`src/rtl/rspa_pkg.sv`:
```
// ---------------------------------------------------------------------------
// rspa_pkg
// Shared codes, widths and the command type passed from the front end to
// the execution back end of the slot pool allocator.
// ---------------------------------------------------------------------------
package rspa_pkg;

  // field widths
  localparam int OPCODE_W    = 2;
  localparam int KIND_W      = 2;
  localparam int LEN_W       = 8;
  localparam int SLOT_W      = 4;
  localparam int COUNT_W     = 8;
  localparam int USED_OUT_W  = 5;
  localparam int STAT_W      = 32;
  localparam int CFG_INDEX_W = 2;
  localparam int CFG_DATA_W  = 8;

  // opcodes
  localparam logic [OPCODE_W-1:0] OP_ALLOC   = 2'd0;
  localparam logic [OPCODE_W-1:0] OP_RETAIN  = 2'd1;
  localparam logic [OPCODE_W-1:0] OP_RELEASE = 2'd2;

  // message kinds
  localparam logic [KIND_W-1:0] KIND_PURE    = 2'd0;
  localparam logic [KIND_W-1:0] KIND_COMMON  = 2'd1;
  localparam logic [KIND_W-1:0] KIND_DYNAMIC = 2'd2;

  // configuration register indexes
  localparam logic [CFG_INDEX_W-1:0] CFG_COMMON_LIMIT  = 2'd0;
  localparam logic [CFG_INDEX_W-1:0] CFG_DYNAMIC_LIMIT = 2'd1;

  // configuration reset values
  localparam logic [LEN_W-1:0] COMMON_LIMIT_RST  = 8'd32;
  localparam logic [LEN_W-1:0] DYNAMIC_LIMIT_RST = 8'd255;

  // reference count limits
  localparam logic [COUNT_W-1:0] COUNT_MAX = 8'd255;
  localparam logic [COUNT_W-1:0] COUNT_ONE = 8'd1;

  // queue between front and back
  localparam int QUEUE_DEPTH = 2;

  // classified operation
  typedef enum logic [2:0] {
    CMD_REJECT,   // allocate refused on length or kind
    CMD_ALLOC,    // allocate that passed the length check
    CMD_RETAIN,
    CMD_RELEASE,
    CMD_PEEK,     // unknown opcode on an addressable slot
    CMD_RANGE     // retain, release or peek on a slot outside the pool
  } cmd_kind_t;

  typedef struct packed {
    cmd_kind_t         kind;
    logic [SLOT_W-1:0] slot;
  } cmd_t;

endpackage

```
`src/rtl/rspa_front.sv`:
```
// ---------------------------------------------------------------------------
// rspa_front
// Holds the length limit registers, accepts items and classifies each one
// into a command for the back end.
// ---------------------------------------------------------------------------
module rspa_front
  import rspa_pkg::*;
#(
  parameter int POOL_SLOTS = 16
) (
  input  logic                   clk,
  input  logic                   rst_n,
  input  logic                   cfg_we,
  input  logic [CFG_INDEX_W-1:0] cfg_index,
  input  logic [CFG_DATA_W-1:0]  cfg_wdata,
  input  logic                   in_valid,
  output logic                   in_ready,
  input  logic [OPCODE_W-1:0]    in_opcode,
  input  logic [KIND_W-1:0]      in_kind,
  input  logic [LEN_W-1:0]       in_payload_length,
  input  logic [SLOT_W-1:0]      in_slot,
  output logic                   push_valid,
  input  logic                   push_ready,
  output cmd_t                   push_cmd
);

  logic [LEN_W-1:0] common_limit_r;
  logic [LEN_W-1:0] dynamic_limit_r;
  logic             fits;
  logic             in_range;

  // length limit registers
  always_ff @(posedge clk) begin
    if (!rst_n) begin
      common_limit_r  <= COMMON_LIMIT_RST;
      dynamic_limit_r <= DYNAMIC_LIMIT_RST;
    end else if (cfg_we) begin
      case (cfg_index)
        CFG_COMMON_LIMIT:  common_limit_r  <= cfg_wdata;
        CFG_DYNAMIC_LIMIT: dynamic_limit_r <= cfg_wdata;
        default: ;
      endcase
    end
  end

  // length check for allocate
  always_comb begin
    case (in_kind)
      KIND_PURE:    fits = (in_payload_length == '0);
      KIND_COMMON:  fits = (in_payload_length <= common_limit_r);
      KIND_DYNAMIC: fits = (in_payload_length <= dynamic_limit_r);
      default:      fits = 1'b0;
    endcase
  end

  assign in_range = (32'(in_slot) < 32'(POOL_SLOTS));

  // classify the item
  always_comb begin
    push_cmd.slot = in_slot;
    if (in_opcode == OP_ALLOC) begin
      push_cmd.kind = fits ? CMD_ALLOC : CMD_REJECT;
    end else if (!in_range) begin
      push_cmd.kind = CMD_RANGE;
    end else begin
      case (in_opcode)
        OP_RETAIN:  push_cmd.kind = CMD_RETAIN;
        OP_RELEASE: push_cmd.kind = CMD_RELEASE;
        default:    push_cmd.kind = CMD_PEEK;
      endcase
    end
  end

  assign push_valid = in_valid;
  assign in_ready   = push_ready;

endmodule

```
`src/rtl/rspa_queue.sv`:
```
// ---------------------------------------------------------------------------
// rspa_queue
// Small command queue between the front end and the back end.
// ---------------------------------------------------------------------------
module rspa_queue
  import rspa_pkg::*;
(
  input  logic clk,
  input  logic rst_n,
  input  logic push_valid,
  output logic push_ready,
  input  cmd_t push_cmd,
  output logic pop_valid,
  input  logic pop_ready,
  output cmd_t pop_cmd
);

  localparam int PTR_W = (QUEUE_DEPTH > 1) ? $clog2(QUEUE_DEPTH) : 1;
  localparam int CNT_W = $clog2(QUEUE_DEPTH + 1);

  cmd_t             entry_r [QUEUE_DEPTH];
  logic [PTR_W-1:0] wptr_r;
  logic [PTR_W-1:0] wptr_nxt;
  logic [PTR_W-1:0] rptr_r;
  logic [PTR_W-1:0] rptr_nxt;
  logic [CNT_W-1:0] fill_r;
  logic [CNT_W-1:0] fill_nxt;
  logic             do_push;
  logic             do_pop;

  assign push_ready = (fill_r != CNT_W'(QUEUE_DEPTH));
  assign pop_valid  = (fill_r != '0);
  assign pop_cmd    = entry_r[rptr_r];
  assign do_push    = push_valid && push_ready;
  assign do_pop     = pop_valid && pop_ready;

  // pointer and fill updates
  always_comb begin
    wptr_nxt = wptr_r;
    rptr_nxt = rptr_r;
    fill_nxt = fill_r;
    if (do_push) begin
      wptr_nxt = (wptr_r == PTR_W'(QUEUE_DEPTH - 1)) ? '0 : wptr_r + 1'b1;
    end
    if (do_pop) begin
      rptr_nxt = (rptr_r == PTR_W'(QUEUE_DEPTH - 1)) ? '0 : rptr_r + 1'b1;
    end
    if (do_push && !do_pop) begin
      fill_nxt = fill_r + 1'b1;
    end else if (do_pop && !do_push) begin
      fill_nxt = fill_r - 1'b1;
    end
  end

  always_ff @(posedge clk) begin
    if (!rst_n) begin
      wptr_r <= '0;
      rptr_r <= '0;
      fill_r <= '0;
    end else begin
      wptr_r <= wptr_nxt;
      rptr_r <= rptr_nxt;
      fill_r <= fill_nxt;
    end
  end

  // entry storage
  always_ff @(posedge clk) begin
    if (do_push) begin
      entry_r[wptr_r] <= push_cmd;
    end
  end

endmodule

```
`src/rtl/rspa_back.sv`:
```
// ---------------------------------------------------------------------------
// rspa_back
// Executes commands against the slot map, reference counts and statistics
// and holds the result item in an output register.
// ---------------------------------------------------------------------------
module rspa_back
  import rspa_pkg::*;
#(
  parameter int POOL_SLOTS = 16
) (
  input  logic                  clk,
  input  logic                  rst_n,
  input  logic                  pop_valid,
  output logic                  pop_ready,
  input  cmd_t                  pop_cmd,
  output logic                  out_valid,
  input  logic                  out_ready,
  output logic                  out_ok,
  output logic [SLOT_W-1:0]     out_slot_index,
  output logic [COUNT_W-1:0]    out_count_after,
  output logic [USED_OUT_W-1:0] out_used_now,
  output logic [USED_OUT_W-1:0] out_used_peak,
  output logic [STAT_W-1:0]     out_alloc_total,
  output logic [STAT_W-1:0]     out_alloc_failed,
  output logic [STAT_W-1:0]     out_release_total
);

  localparam int IDX_W  = (POOL_SLOTS > 1) ? $clog2(POOL_SLOTS) : 1;
  localparam int USED_W = $clog2(POOL_SLOTS + 1);

  logic [COUNT_W-1:0]    count_r [POOL_SLOTS];
  logic [POOL_SLOTS-1:0] map_r;
  logic [POOL_SLOTS-1:0] map_nxt;
  logic [USED_W-1:0]     used_r;
  logic [USED_W-1:0]     used_nxt;
  logic [USED_W-1:0]     peak_r;
  logic [USED_W-1:0]     peak_nxt;
  logic [STAT_W-1:0]     alloc_r;
  logic [STAT_W-1:0]     alloc_nxt;
  logic [STAT_W-1:0]     fail_r;
  logic [STAT_W-1:0]     fail_nxt;
  logic [STAT_W-1:0]     free_r;
  logic [STAT_W-1:0]     free_nxt;

  logic                  out_valid_r;
  logic                  ok_r;
  logic                  ok_nxt;
  logic [SLOT_W-1:0]     slot_idx_r;
  logic [SLOT_W-1:0]     slot_idx_nxt;
  logic [COUNT_W-1:0]    cnt_after_r;
  logic [COUNT_W-1:0]    cnt_after_nxt;

  logic                  exec;
  logic [IDX_W-1:0]      addr;
  logic [COUNT_W-1:0]    cur_cnt;
  logic [IDX_W-1:0]      free_idx;
  logic                  free_found;
  logic                  cnt_we;
  logic [IDX_W-1:0]      cnt_widx;
  logic [COUNT_W-1:0]    cnt_wdata;

  // take a command when the output register is free or being drained
  assign pop_ready = !out_valid_r || out_ready;
  assign exec      = pop_valid && pop_ready;

  assign addr    = IDX_W'((IDX_W + SLOT_W)'(pop_cmd.slot));
  assign cur_cnt = count_r[addr];

  // lowest free slot
  always_comb begin
    free_idx   = '0;
    free_found = 1'b0;
    for (int i = POOL_SLOTS - 1; i >= 0; i--) begin
      if (!map_r[i]) begin
        free_idx   = IDX_W'(i);
        free_found = 1'b1;
      end
    end
  end

  // command execution
  always_comb begin
    map_nxt       = map_r;
    used_nxt      = used_r;
    peak_nxt      = peak_r;
    alloc_nxt     = alloc_r;
    fail_nxt      = fail_r;
    free_nxt      = free_r;
    cnt_we        = 1'b0;
    cnt_widx      = addr;
    cnt_wdata     = cur_cnt;
    ok_nxt        = 1'b0;
    slot_idx_nxt  = pop_cmd.slot;
    cnt_after_nxt = '0;
    case (pop_cmd.kind)
      CMD_REJECT: begin
        slot_idx_nxt = '0;
      end
      CMD_ALLOC: begin
        slot_idx_nxt = '0;
        if (free_found) begin
          map_nxt[free_idx] = 1'b1;
          cnt_we            = 1'b1;
          cnt_widx          = free_idx;
          cnt_wdata         = COUNT_ONE;
          used_nxt          = used_r + 1'b1;
          alloc_nxt         = alloc_r + 1'b1;
          if (used_nxt > peak_r) begin
            peak_nxt = used_nxt;
          end
          ok_nxt        = 1'b1;
          slot_idx_nxt  = SLOT_W'((IDX_W + SLOT_W)'(free_idx));
          cnt_after_nxt = COUNT_ONE;
        end else begin
          fail_nxt = fail_r + 1'b1;
        end
      end
      CMD_RETAIN: begin
        if (cur_cnt != '0 && cur_cnt != COUNT_MAX) begin
          cnt_we        = 1'b1;
          cnt_wdata     = cur_cnt + 1'b1;
          ok_nxt        = 1'b1;
          cnt_after_nxt = cur_cnt + 1'b1;
        end else begin
          cnt_after_nxt = cur_cnt;
        end
      end
      CMD_RELEASE: begin
        if (cur_cnt != '0) begin
          cnt_we        = 1'b1;
          cnt_wdata     = cur_cnt - 1'b1;
          ok_nxt        = 1'b1;
          cnt_after_nxt = cur_cnt - 1'b1;
          // last reference gone: free the slot
          if (cur_cnt == COUNT_ONE && map_r[addr]) begin
            map_nxt[addr] = 1'b0;
            if (used_r != '0) begin
              used_nxt = used_r - 1'b1;
            end
            free_nxt = free_r + 1'b1;
          end
        end
      end
      CMD_PEEK: begin
        cnt_after_nxt = cur_cnt;
      end
      default: begin
        cnt_after_nxt = '0;
      end
    endcase
  end

  // pool state
  always_ff @(posedge clk) begin
    if (!rst_n) begin
      map_r   <= '0;
      used_r  <= '0;
      peak_r  <= '0;
      alloc_r <= '0;
      fail_r  <= '0;
      free_r  <= '0;
      for (int i = 0; i < POOL_SLOTS; i++) begin
        count_r[i] <= '0;
      end
    end else if (exec) begin
      map_r   <= map_nxt;
      used_r  <= used_nxt;
      peak_r  <= peak_nxt;
      alloc_r <= alloc_nxt;
      fail_r  <= fail_nxt;
      free_r  <= free_nxt;
      if (cnt_we) begin
        count_r[cnt_widx] <= cnt_wdata;
      end
    end
  end

  // result register
  always_ff @(posedge clk) begin
    if (!rst_n) begin
      out_valid_r <= 1'b0;
    end else if (exec) begin
      out_valid_r <= 1'b1;
    end else if (out_ready) begin
      out_valid_r <= 1'b0;
    end
  end

  always_ff @(posedge clk) begin
    if (exec) begin
      ok_r        <= ok_nxt;
      slot_idx_r  <= slot_idx_nxt;
      cnt_after_r <= cnt_after_nxt;
    end
  end

  assign out_valid         = out_valid_r;
  assign out_ok            = ok_r;
  assign out_slot_index    = slot_idx_r;
  assign out_count_after   = cnt_after_r;
  assign out_used_now      = USED_OUT_W'(used_r);
  assign out_used_peak     = USED_OUT_W'(peak_r);
  assign out_alloc_total   = alloc_r;
  assign out_alloc_failed  = fail_r;
  assign out_release_total = free_r;

endmodule

```
`src/rtl/refcounted_slot_pool_allocator_core.sv`:
```
// ---------------------------------------------------------------------------
// refcounted_slot_pool_allocator_core
// Reference-counted pool of message slots: allocate, retain and release.
// ---------------------------------------------------------------------------
// Each item is one operation and yields exactly one result item carrying the
// slot, its count afterwards and the usage statistics. The front end checks
// the payload length against the kind's limit and queues a classified
// command; the back end finds the lowest free slot and updates one count in
// the same cycle, so one item is taken per clock in steady state unless the
// output is held. An accepted item passes through the command queue and then
// the output register before its result is valid. The limit registers must
// only be written while no item is in flight.
module refcounted_slot_pool_allocator_core
  import rspa_pkg::*;
#(
  parameter int POOL_SLOTS = 16
) (
  input  logic                   clk,
  input  logic                   rst_n,
  input  logic                   cfg_we,
  input  logic [CFG_INDEX_W-1:0] cfg_index,
  input  logic [CFG_DATA_W-1:0]  cfg_wdata,
  input  logic                   in_valid,
  output logic                   in_ready,
  input  logic [OPCODE_W-1:0]    in_opcode,
  input  logic [KIND_W-1:0]      in_kind,
  input  logic [LEN_W-1:0]       in_payload_length,
  input  logic [SLOT_W-1:0]      in_slot,
  output logic                   out_valid,
  input  logic                   out_ready,
  output logic                   out_ok,
  output logic [SLOT_W-1:0]      out_slot_index,
  output logic [COUNT_W-1:0]     out_count_after,
  output logic [USED_OUT_W-1:0]  out_used_now,
  output logic [USED_OUT_W-1:0]  out_used_peak,
  output logic [STAT_W-1:0]      out_alloc_total,
  output logic [STAT_W-1:0]      out_alloc_failed,
  output logic [STAT_W-1:0]      out_release_total
);

  logic push_valid;
  logic push_ready;
  cmd_t push_cmd;
  logic pop_valid;
  logic pop_ready;
  cmd_t pop_cmd;

  // decode and length check
  rspa_front #(
    .POOL_SLOTS(POOL_SLOTS)
  ) u_front (
    .clk              (clk),
    .rst_n            (rst_n),
    .cfg_we           (cfg_we),
    .cfg_index        (cfg_index),
    .cfg_wdata        (cfg_wdata),
    .in_valid         (in_valid),
    .in_ready         (in_ready),
    .in_opcode        (in_opcode),
    .in_kind          (in_kind),
    .in_payload_length(in_payload_length),
    .in_slot          (in_slot),
    .push_valid       (push_valid),
    .push_ready       (push_ready),
    .push_cmd         (push_cmd)
  );

  // command queue
  rspa_queue u_queue (
    .clk       (clk),
    .rst_n     (rst_n),
    .push_valid(push_valid),
    .push_ready(push_ready),
    .push_cmd  (push_cmd),
    .pop_valid (pop_valid),
    .pop_ready (pop_ready),
    .pop_cmd   (pop_cmd)
  );

  // pool state and results
  rspa_back #(
    .POOL_SLOTS(POOL_SLOTS)
  ) u_back (
    .clk              (clk),
    .rst_n            (rst_n),
    .pop_valid        (pop_valid),
    .pop_ready        (pop_ready),
    .pop_cmd          (pop_cmd),
    .out_valid        (out_valid),
    .out_ready        (out_ready),
    .out_ok           (out_ok),
    .out_slot_index   (out_slot_index),
    .out_count_after  (out_count_after),
    .out_used_now     (out_used_now),
    .out_used_peak    (out_used_peak),
    .out_alloc_total  (out_alloc_total),
    .out_alloc_failed (out_alloc_failed),
    .out_release_total(out_release_total)
  );

endmodule
```
`config.mk`:
```
export PLATFORM = sky130hd
export DESIGN_NAME = refcounted_slot_pool_allocator_core
export DESIGN_NICKNAME = d
export VERILOG_FILES = /design/src/rtl/rspa_pkg.sv /design/src/rtl/rspa_front.sv /design/src/rtl/rspa_queue.sv /design/src/rtl/rspa_back.sv /design/src/rtl/refcounted_slot_pool_allocator_core.sv
export SDC_FILE = /design/constraint.sdc
export NUM_CORES = 1
export LEC_CHECK = 0
export BUFFER_PORTS_ARGS = -buffer_cell sky130_fd_sc_hd__buf_2
export CAP_MARGIN = 10
export CORE_ASPECT_RATIO = 1.1
export CORE_UTILIZATION = 45
export DETAILED_ROUTE_END_ITERATION = 12
export GPL_ROUTABILITY_DRIVEN = 0
export GPL_TIMING_DRIVEN = 1
export PLACE_DENSITY = 0.68
export SETUP_SLACK_MARGIN = 0.05
export SLEW_MARGIN = 20
export SYNTH_ARGS = -nofsm -noshare
export SYNTH_HDL_FRONTEND = slang
export SYNTH_SLANG_ARGS = --single-unit
```
`constraint.sdc`:
```
create_clock -name clk -period 4.7 [get_ports clk]
set_input_delay 1.175 -clock clk [delete_from_list [all_inputs] [get_ports clk]]
set_output_delay 1.175 -clock clk [all_outputs]
set_load 0.01 [all_outputs]
```
Word-level counts from Yosys, hierarchy flattened

Memory sizes are Yosys's and may differ from the RTL's. A register that Yosys moved wholly into a read port is not among the register bits.
Index checks and enable logic that the tools add are counted.

Bits in writable memories: 142
Bits in registers: 156
Word-level logic and storage cells: 171
Input port bits: 31
Memories kept: 2

$lt $le $gt $ge: 7
Equal/unequal tests: 16
Multiplexer cells: 84
$add $sub $neg: 11
Bitwise gates (word level): 4
Reductions and logical operators: 32

Memories:

| memory          | depth | bits a word | rd ports | clocked after Yosys merged registers in | write ports | line             | RTL |
|---|---|---|---|---|---|---|---|
| u_back.count_r  | 16    | 8           | 1        | 0                                       | 16          | rspa_back.sv:31  | `logic [COUNT_W-1:0] count_r [POOL_SLOTS];` |
| u_queue.entry_r | 2     | 7           | 1        | 1                                       | 1           | rspa_queue.sv:21 | `cmd_t entry_r [QUEUE_DEPTH];` |

Operators by type and width:

| operator                                                    | count |
|---|---|
| adder 32 x 1 -> 32 bit (second input constant)              | 3 |
| two-way mux 4 bit                                           | 20 |
| two-way mux 16 bit                                          | 3 |
| two-way mux 8 bit                                           | 5 |
| two-way mux 1 bit                                           | 38 |
| one-hot mux 16 bit (2 select lines)                         | 1 |
| one-hot mux 8 bit (4 select lines)                          | 1 |
| one-hot mux 8 bit (3 select lines)                          | 1 |
| two-way mux 5 bit                                           | 4 |
| bitwise AND 16 bit                                          | 1 |
| less-or-equal comparator 8 bit                              | 2 |
| inverter 16 bit                                             | 1 |
| OR 16 bit                                                   | 1 |
| less-than comparator 4 x 5 -> 1 bit (second input constant) | 2 |
| one-hot mux 5 bit (2 select lines)                          | 1 |
| adder 8 x 1 -> 8 bit (second input constant)                | 1 |
| demux 1 bit (select 4 bit)                                  | 2 |
| == test 8 x 1 -> 1 bit (second input constant)              | 1 |
| >= comparator 4 x 1 -> 1 bit (second input constant)        | 2 |
| logical AND 1 bit                                           | 8 |
| zero test 8 bit                                             | 1 |
| inequality test 2 x 1 -> 1 bit (second input constant)      | 4 |
| inequality test 8 bit (second input constant)               | 1 |
| one-hot mux 4 bit (2 select lines)                          | 1 |
| 32 further kinds                                            | 49 |

Longest topological paths before layout

Gate-level depths: netlist of the first run.

Depth in word-level cells: 24
Gate-level depth with buffers: 16

Hierarchy

From an unflattened synthesis of the first run, not the netlist that was laid out.

Cells, all modules: 1479
Area, all modules: 15083.2 µm²

Modules (own cells, without submodules):

| module     | cells an instance | area an instance (µm²) | times used |
|---|---|---|---|
| rspa_back  | 1299              | 13228.9                | 1 |
| rspa_front | 134               | 1107.3                 | 1 |
| rspa_queue | 46                | 747.0                  | 1 |

Least setup slack after synthesis of the first run

No wires, ideal clock.

Path kind: register -> register
From: register with a tool-made name
To: memory u_back.count_r[0][0], data pin
Slack: 0.939 ns
Clock period less this slack: 3.761 ns
Library setup time: 0.270 ns
Arrival time: 3.490 ns
Stages on the path, launching flop included: 17
Cell sequence: dfxtp_1 > mux2_4 > buf_6 > buf_2 > mux4_2 > nand2_1 > nand4_2 > inv_1 > ha_1 > and3_4 > buf_6 > inv_4 > ha_1 > nor2_1 > nor2_1 > clkbuf_1 > a21oi_1

RTL lines:

| what          | line |
|---|---|
| end, declared | rspa_back.sv:31 |

==> flow_summary.yaml, run 1 <==
status:
  status: "complete, no violations"
min_path:
  min_path_type: "reg2reg"
setup_path:
  endpoint_kind: "register"
  regToRegSetupSlack_ps: 340
  arrival_ps: 4570
  crit_slowest_cell: "o211ai_2"
  max_stage_delay_ps: 820
  critPathKind: "reg2reg"
  cp-start-kind: "register"
  critPathTopFamily: "simple AND/OR/NAND/NOR gates"
  crit_required_ps: 4910
  path_cells: "buf_4 -> mux2_2 -> mux4_2 -> nand2_1 -> nand4_2 -> inv_1 -> ha_1 -> inv_1 -> or3_1 -> nand2_1 -> nand3_1 -> o211ai_2 -> o21ai_0"
  cp_max_fo: 20
  path_buf_inv: 3
detailed_routing:
  drt-vias-per-instance: 5.703
  drc: 0
  top_layer: "met4"
  drt-initial-drc-count: 908
  via_count: 11800
  wl_met3_um: 3222
  drt_pass1_iterations: 5
  wl_met1_um: 15830
  dr_wl_met2_um: 18530
  post_drt_wl_per_cell_um: 18.74
  antenna_left: 0
  drt-total-wl_um: 38780
yosys:
  yosysSeqAreaShare_pct: 49.49
  synth_async_sr_flop_share_pct: 0
  synthesis.instances: 1455
  synth_flop_cell: "edfxtp_1"
  synth_edf_count: 155
  yosysWarnings: 0
  avgSynthCellArea_um2: 10.47
  synthesis.nets: 1522
  synth_seq_cells: 299
  netlist_area_um2: 15230
  netlist-cell-type-count: 89
clock_network:
  post_cts.repair.setup_buffers: 0
  clk_path_buf_depth: 3
  clkLatencyLatePin_ps: 520
  htreeDepth: 2
  cts_hold_buf: 0
  cts_tree: "built"
  cts_resized: 0
  cts_buffers: 35
  root_buffer: "clkbuf_16"
  clk_pin_slew_ps: 60
  cts_sinks: 299
finish:
  num-nets-final: 1678
  final_common_cell: "edfxtp_1"
  finalNonFillerCells: 2069
  area_growth_pct: 15.73
  n_fill_cell: 2955
  multiInputGateArea_um2: 7164
  drive_gt1_share_pct: 20.48
  ff_latch_area_um2: 7537
  final_cell_mix: "edfxtp_1 (155), buf_2 (150), dfxtp_1 (144)"
sta:
  totalNegativeSetupSlack_ps: 0
  clock.fmax_mhz: 229.3
  layout_min_cycle_time_ps: 4361
  drv_slew: 0
  finalCritPeriodShare_pct: 92.79
  finalHoldViolCount: 0
  grt_setup_unrepaired: "false"
  setup_viol: 0
  skew_ps: 22.45
  worst_pin_slew_ps: 1043
  slew_headroom_pct: 30.24
global_routing:
  grt_use_total_pct: 22.40
  grt_pass1_wl_um: 61500
  grt_overflow: 0
  antenna_found_initial: 1
  grt_pass1_vias: 11380
  grt_max_degree: 162
floorplan:
  coreArea_um2: 33280
  rows: 70
  die_area_um2: 34590
  pin_count: 152
  die_w_um: 177.4
  die_height_um: 195.0
  start_util_pct: 45.76
power:
  p_switching_mw: 2.864
  combPwrFrac_pct: 30.1
  leakagePower_nw: 6.854
  p_int_mw: 5.309
  ir_drop_uv: 287.1
  clkPwrFrac_pct: 32.6
  switching_share_pct: 35.04
  power_frac_seq_pct: 37.3
  p_per_area_nw_per_um2: 463.7
place:
  dpl.cell_count: 2006
  dp_hpwl_um: 27320
  port_buffers: 151
job:
  cap_violations: 0
[worst paths after layout]
| check | from | endpoint | depth (start not counted) |
|---|---|---|---|
| max reg2reg | register | u_back.out_count_after[4] | 13 |
| min | u_back.out_release_total[31] | u_back.out_release_total[31] | 2 |
| min reg2reg | u_back.out_release_total[31] | u_back.out_release_total[31] | 2 |
| max | register | u_back.out_count_after[4] | 13 |
[worst min-delay path, stage by stage, from the launching register on]
cell and delay, ps:
dfxtp_1 310, nand2_1 50, mux2i_1 60
[cell usage after synthesis, types with 4 or more instances]
| cell type | n | area share, % |
|---|---|---|
| buf_6 | 8 | 0.59 |
| or3_1 | 26 | 1.1 |
| a21o_1 | 5 | 0.25 |
| o21ai_0 | 48 | 1.6 |
| a31o_2 | 4 | 0.23 |
| nand4_2 | 7 | 0.58 |
| buf_2 | 13 | 0.43 |
| xor2_1 | 29 | 1.7 |
| edfxtp_1 | 155 | 31 |
| nor2b_1 | 32 | 1.3 |
| a31oi_1 | 8 | 0.33 |
| o21ai_1 | 14 | 0.46 |
| dfxtp_1 | 144 | 19 |
| o22ai_1 | 7 | 0.29 |
| o21a_1 | 7 | 0.35 |
| nand2b_1 | 13 | 0.53 |
| nand3_1 | 51 | 1.7 |
| nor2_1 | 103 | 2.5 |
| clkbuf_1 | 39 | 0.96 |
| a21oi_1 | 71 | 2.3 |
| mux2i_1 | 34 | 2.2 |
| and2_1 | 73 | 3.0 |
| o211ai_1 | 12 | 0.59 |
| or2_2 | 4 | 0.16 |
| xnor2_1 | 48 | 2.8 |
| nor3_1 | 39 | 1.3 |
| and4_1 | 10 | 0.58 |
| ha_1 | 36 | 3.0 |
| nor4_1 | 7 | 0.29 |
| buf_4 | 6 | 0.30 |
| o311ai_0 | 12 | 0.69 |
| inv_1 | 45 | 1.1 |
| mux4_2 | 32 | 4.7 |
| a21boi_0 | 28 | 1.4 |
| nand2_1 | 140 | 3.5 |
| nor2_2 | 10 | 0.41 |
| nand4_1 | 45 | 1.8 |
| buf_1 | 4 | 0.099 |
| and3_1 | 18 | 0.74 |
[metrics by stage]
stage	instance area (µm²)	hold WS (ps)	setup WS (ps)	power, mW	util, %
2_1_floorplan	15230	472.4	939.4	4.785	-
3_3_place_gp	16470	457.8	520.3	5.475	49.49
3_5_place_dp	16470	464.6	438.9	5.519	49.49
4_1_cts	17620	478.5	436.8	8.183	52.94
5_1_grt	17620	494.3	102.6	8.485	52.95
6_report	17630	473.0	339.1	8.174	52.96
[kinds of logic (layout without fill, tap and decap cells)]
logic type      Yosys count  count (layout)  synth area share (%)
xor+xnor                 77              77                 4.428
simple gates            604             604                 21.21
other cells               0               1                     0
compound gates          252             252                 11.07
flops                   299             299                 49.49
fa+ha+maj                36              36                 2.957
buf+inv                 117             298                 3.549
mux                      70              70                 7.303
[final cells by class]
type                       instances  area share (%)
antenna                            1         0.01420
clock buffer                      47           5.799
clock inverter                    15          0.7098
inverter                          47           1.015
multi-input combinational       1039           40.64
sequential                       299           42.76
tap                              432           3.066
timing repair buffer             189           5.991
[sequential cells by signal (all words and copies together), names as in the netlist, 5 cells and up, named ones only]
signal                    count
u_back.count_r              128
u_back.map_r                 16
u_back.out_alloc_failed      32
u_back.out_alloc_total       32
u_back.out_count_after        8
u_back.out_release_total     32
u_back.out_used_now           5
u_back.out_used_peak          5
u_front.common_limit_r        8
u_front.dynamic_limit_r       8
u_queue.entry_r              14
[power groups by stage]
| stage | clock, mW | sequential, mW | combinational (mW) |
|---|---|---|---|
| 2_1_floorplan | 0 | 3.08 | 1.70 |
| 6_report | 2.66 | 3.05 | 2.46 |
| 5_1_grt | 2.81 | 3.06 | 2.61 |
| 4_1_cts | 2.71 | 3.04 | 2.43 |
| 3_5_place_dp | 0 | 3.10 | 2.42 |
| 3_3_place_gp | 0 | 3.09 | 2.38 |
[metal layers]
metal	track usage, %	vias up
met5	0	-
met4	7.946	0
met3	5.810	81
met2	37.15	453
met1	27.98	5652
li1	-	5613
No activity file was read; power rests on OpenSTA's default activity.
==> inputs of run 2 (changes only) <==
--- a/config.mk
+++ b/config.mk
@@ -5,15 +5,14 @@
 export SDC_FILE = /design/constraint.sdc
 export NUM_CORES = 1
 export LEC_CHECK = 0
+export ABC_AREA = 1
 export BUFFER_PORTS_ARGS = -buffer_cell sky130_fd_sc_hd__buf_2
 export CAP_MARGIN = 10
 export CORE_ASPECT_RATIO = 1.1
 export CORE_UTILIZATION = 45
 export DETAILED_ROUTE_END_ITERATION = 12
 export GPL_ROUTABILITY_DRIVEN = 0
-export GPL_TIMING_DRIVEN = 1
 export PLACE_DENSITY = 0.68
-export SETUP_SLACK_MARGIN = 0.05
 export SLEW_MARGIN = 20
 export SYNTH_ARGS = -nofsm -noshare
 export SYNTH_HDL_FRONTEND = slang
==> run 2 against run 1 <==
Via count is 29% higher. Cell area is 6.1% higher. Critical path type unchanged. Clock power is 2% higher. Register-to-register slack better by 100 ps. Largest cell class is now multi-input gates. Wire length is 21% higher. Non-clock buffer count is 9 lower. Largest power group is now combinational logic.
==> flow_summary.yaml, run 2 <==
yosys:
  synth_flop_cell: "edfxtp_1"
  yosysWarnings: 0
  synth_area_leaders: "edfxtp_1 (28%), dfxtp_1 (18%), nand2_1 (16%)"
  yosys.area.top_type: "edfxtp_1"
  synthDominantCellAreaShare_pct: 28.45
  synthesis.instances: 2164
  synth_edf_count: 155
  netlist-cell-type-count: 54
  yosysMostFrequentCell: "nand2_1"
  synthesis.nets: 2231
  avgSynthCellArea_um2: 7.559
  synth_common_cells: "nand2_1 (686), nor2_1 (260), inv_1 (218), edfxtp_1 (155), dfxtp_1 (144)"
  synth_async_sr_flop_share_pct: 0
  synth_seq_cells: 299
  netlist_area_um2: 16360
  yosysSeqAreaShare_pct: 46.08
floorplan:
  die_height_um: 202.0
  rows: 72
  die_w_um: 183.8
  coreArea_um2: 35490
  pin_count: 152
  start_util_pct: 46.09
  die_area_um2: 37120
power:
  combPwrFrac_pct: 39.1
  finalPower_mw: 9.471
  clkPwrFrac_pct: 28.6
  p_switching_mw: 3.950
  switching_share_pct: 41.71
  p_int_mw: 5.521
  leakagePower_nw: 7.951
  ir_drop_uv: 331.4
  power_frac_seq_pct: 32.3
  p_per_area_nw_per_um2: 506.2
global_routing:
  gr-max-usage-layer: "met2"
  met3_usage_pct: 4.018
  antenna_found_initial: 1
  grt_overflow: 0
  grt_pass1_vias: 14300
  grt_use_met2_pct: 42.55
  grt_max_degree: 98
  grt_pass1_wl_um: 74680
  grt_use_total_pct: 25.22
  grtUsageMet1_pct: 32.33
place:
  pre_cts_slack_ps: 170.3
  port_buffers: 151
  dp_hpwl_um: 33460
  dpl.cell_count: 2756
finish:
  num-nets-final: 2382
  num_antenna_cells: 0
  finalNonFillerCells: 2821
  drive_gt1_share_pct: 12.69
  n_fill_cell: 3448
  regMostFlops: "u_back.count_r"
  final_cell_mix: "nand2_1 (686), nor2_1 (260), inv_1 (218)"
  area_growth_pct: 14.38
  final_common_cell: "nand2_1"
  largest_reg_flops: 128
detailed_routing:
  drc: 0
  drt-total-wl_um: 46750
  drt-vias-per-instance: 5.379
  via_count: 15180
  drt_pass1_iterations: 5
  antenna_left: 0
  drt-initial-drc-count: 1273
  post_drt_wl_per_cell_um: 16.57
sta:
  finalHoldViolCount: 0
  clock.fmax_mhz: 234.7
  skew_ps: 26.00
  worst_slack_ps: 440.0
  totalNegativeSetupSlack_ps: 0
  drv_slew: 0
  worst_pin_slew_ps: 986.8
  slew_headroom_pct: 34.21
  finalCritPeriodShare_pct: 90.64
  grt_setup_unrepaired: "false"
  setup_viol: 0
  hold_ws_ps: 452.1
  layout_min_cycle_time_ps: 4260
setup_path:
  cp_max_fo: 12
  path_cells: "inv_2 -> nand2_1 -> nand2_2 -> nor2_2 -> nand2_1 -> nand3_1 -> nand2_1 -> nand2_1 -> inv_1 -> nand2_1 -> inv_1 -> ha_1 -> inv_1 -> nor2_4 -> nand2_8 -> nand2_4 -> inv_4 -> nor2_4 -> a21oi_4 -> buf_12 -> buf_4 -> nand3_4 -> nand2_1"
  crit_slowest_cell: "dfxtp_1"
  endpoint_kind: "register"
  max_stage_delay_ps: 580
  crit_path_frequent_cell: "nand2_1"
  crit_required_ps: 4880
  critPathKind: "reg2reg"
  arrival_ps: 4440
  cp-start-kind: "register"
clock_network:
  cts_buffers: 34
  root_buffer: "clkbuf_16"
  cts_hold_buf: 0
  clk_pin_slew_ps: 60
  clkLatencyLatePin_ps: 520
  htreeDepth: 2
  clk_path_buf_depth: 3
  cts_sinks: 299
  cts_tree: "built"
  cts_resized: 0
  post_cts.repair.setup_buffers: 0
job:
  cap_violations: 0
status:
  status: "complete, no violations"
min_path:
  min_path_type: "reg2reg"
run 2: cell types whose count changed after synthesis, moves of 34 or more:
cell and change:
a21oi_1 +52, and2_1 -73, inv_1 +173, mux2i_1 -34, nand2_1 +546, nand3_1 +59
nor2_1 +157, o21ai_0 +51, xnor2_1 -44
run 2: cell type report:
type | count | area, µm² | share of cell area [%]
timing repair buffer | 180 | 1001 | 5.350
sequential | 299 | 7537 | 40.28
multi-input combinational | 1575 | 7577 | 40.50
inverter | 225 | 847.1 | 4.527
tap | 481 | 601.8 | 3.217
clock inverter | 15 | 177.7 | 0.9496
clock buffer | 46 | 968.4 | 5.176
run 2: stage by stage:
step	cell area, µm²	utilization (%)
floorplan	16360	-
CTS	18670	52.59
finish	18710	52.71
global route	18710	52.71
detailed placement	17520	49.37
global placement	17520	49.37
run 2: power by group through the flow:
stage	Combinational, mW	Clock [mW]	Sequential, mW
after global routing	3.98	2.84	3.08
after detailed placement	3.60	0	3.12
after global placement	3.55	0	3.12
final	3.70	2.71	3.06
after CTS	3.62	2.74	3.06
after floorplan	2.47	0	3.13
run 2: per-layer routing:
metal,routed length [µm],vias up
li1,-,7400
met1,19050,6973
met2,22320,680
met3,3683,120
met4,1686,2
met5,13,-
run 2: worst paths after layout:
kind                       start               endpoint  slack, ps  depth (start not counted)
hold / removal    u_queue.rptr_r         u_queue.rptr_r        450                          1
setup / recovery        register  u_back.count_r[12][2]        440                         23
setup reg to reg        register  u_back.count_r[12][2]        440                         23
hold reg to reg   u_queue.rptr_r         u_queue.rptr_r        450                          1
run 2: logic make-up (layout without fill, tap and decap cells):
group	after synthesis	in the layout	synth area share, %
and+or+nand+nor	1232	1232	32.53
DFF	299	299	46.08
buffers and inverters	290	466	7.649
AOI/OAI and AO/OA	268	268	8.903
xor gates and xnor gates	39	39	2.088
adders and majority gates	36	36	2.754
run 2: critical path: cells and delay by family (launching register included):
family | cells | cell delay [ps]
and+or+nand+nor | 14 | 2020
buffers and inverters | 7 | 920
DFF | 1 | 580
adders and majority gates | 1 | 210
AOI/OAI and AO/OA | 1 | 200
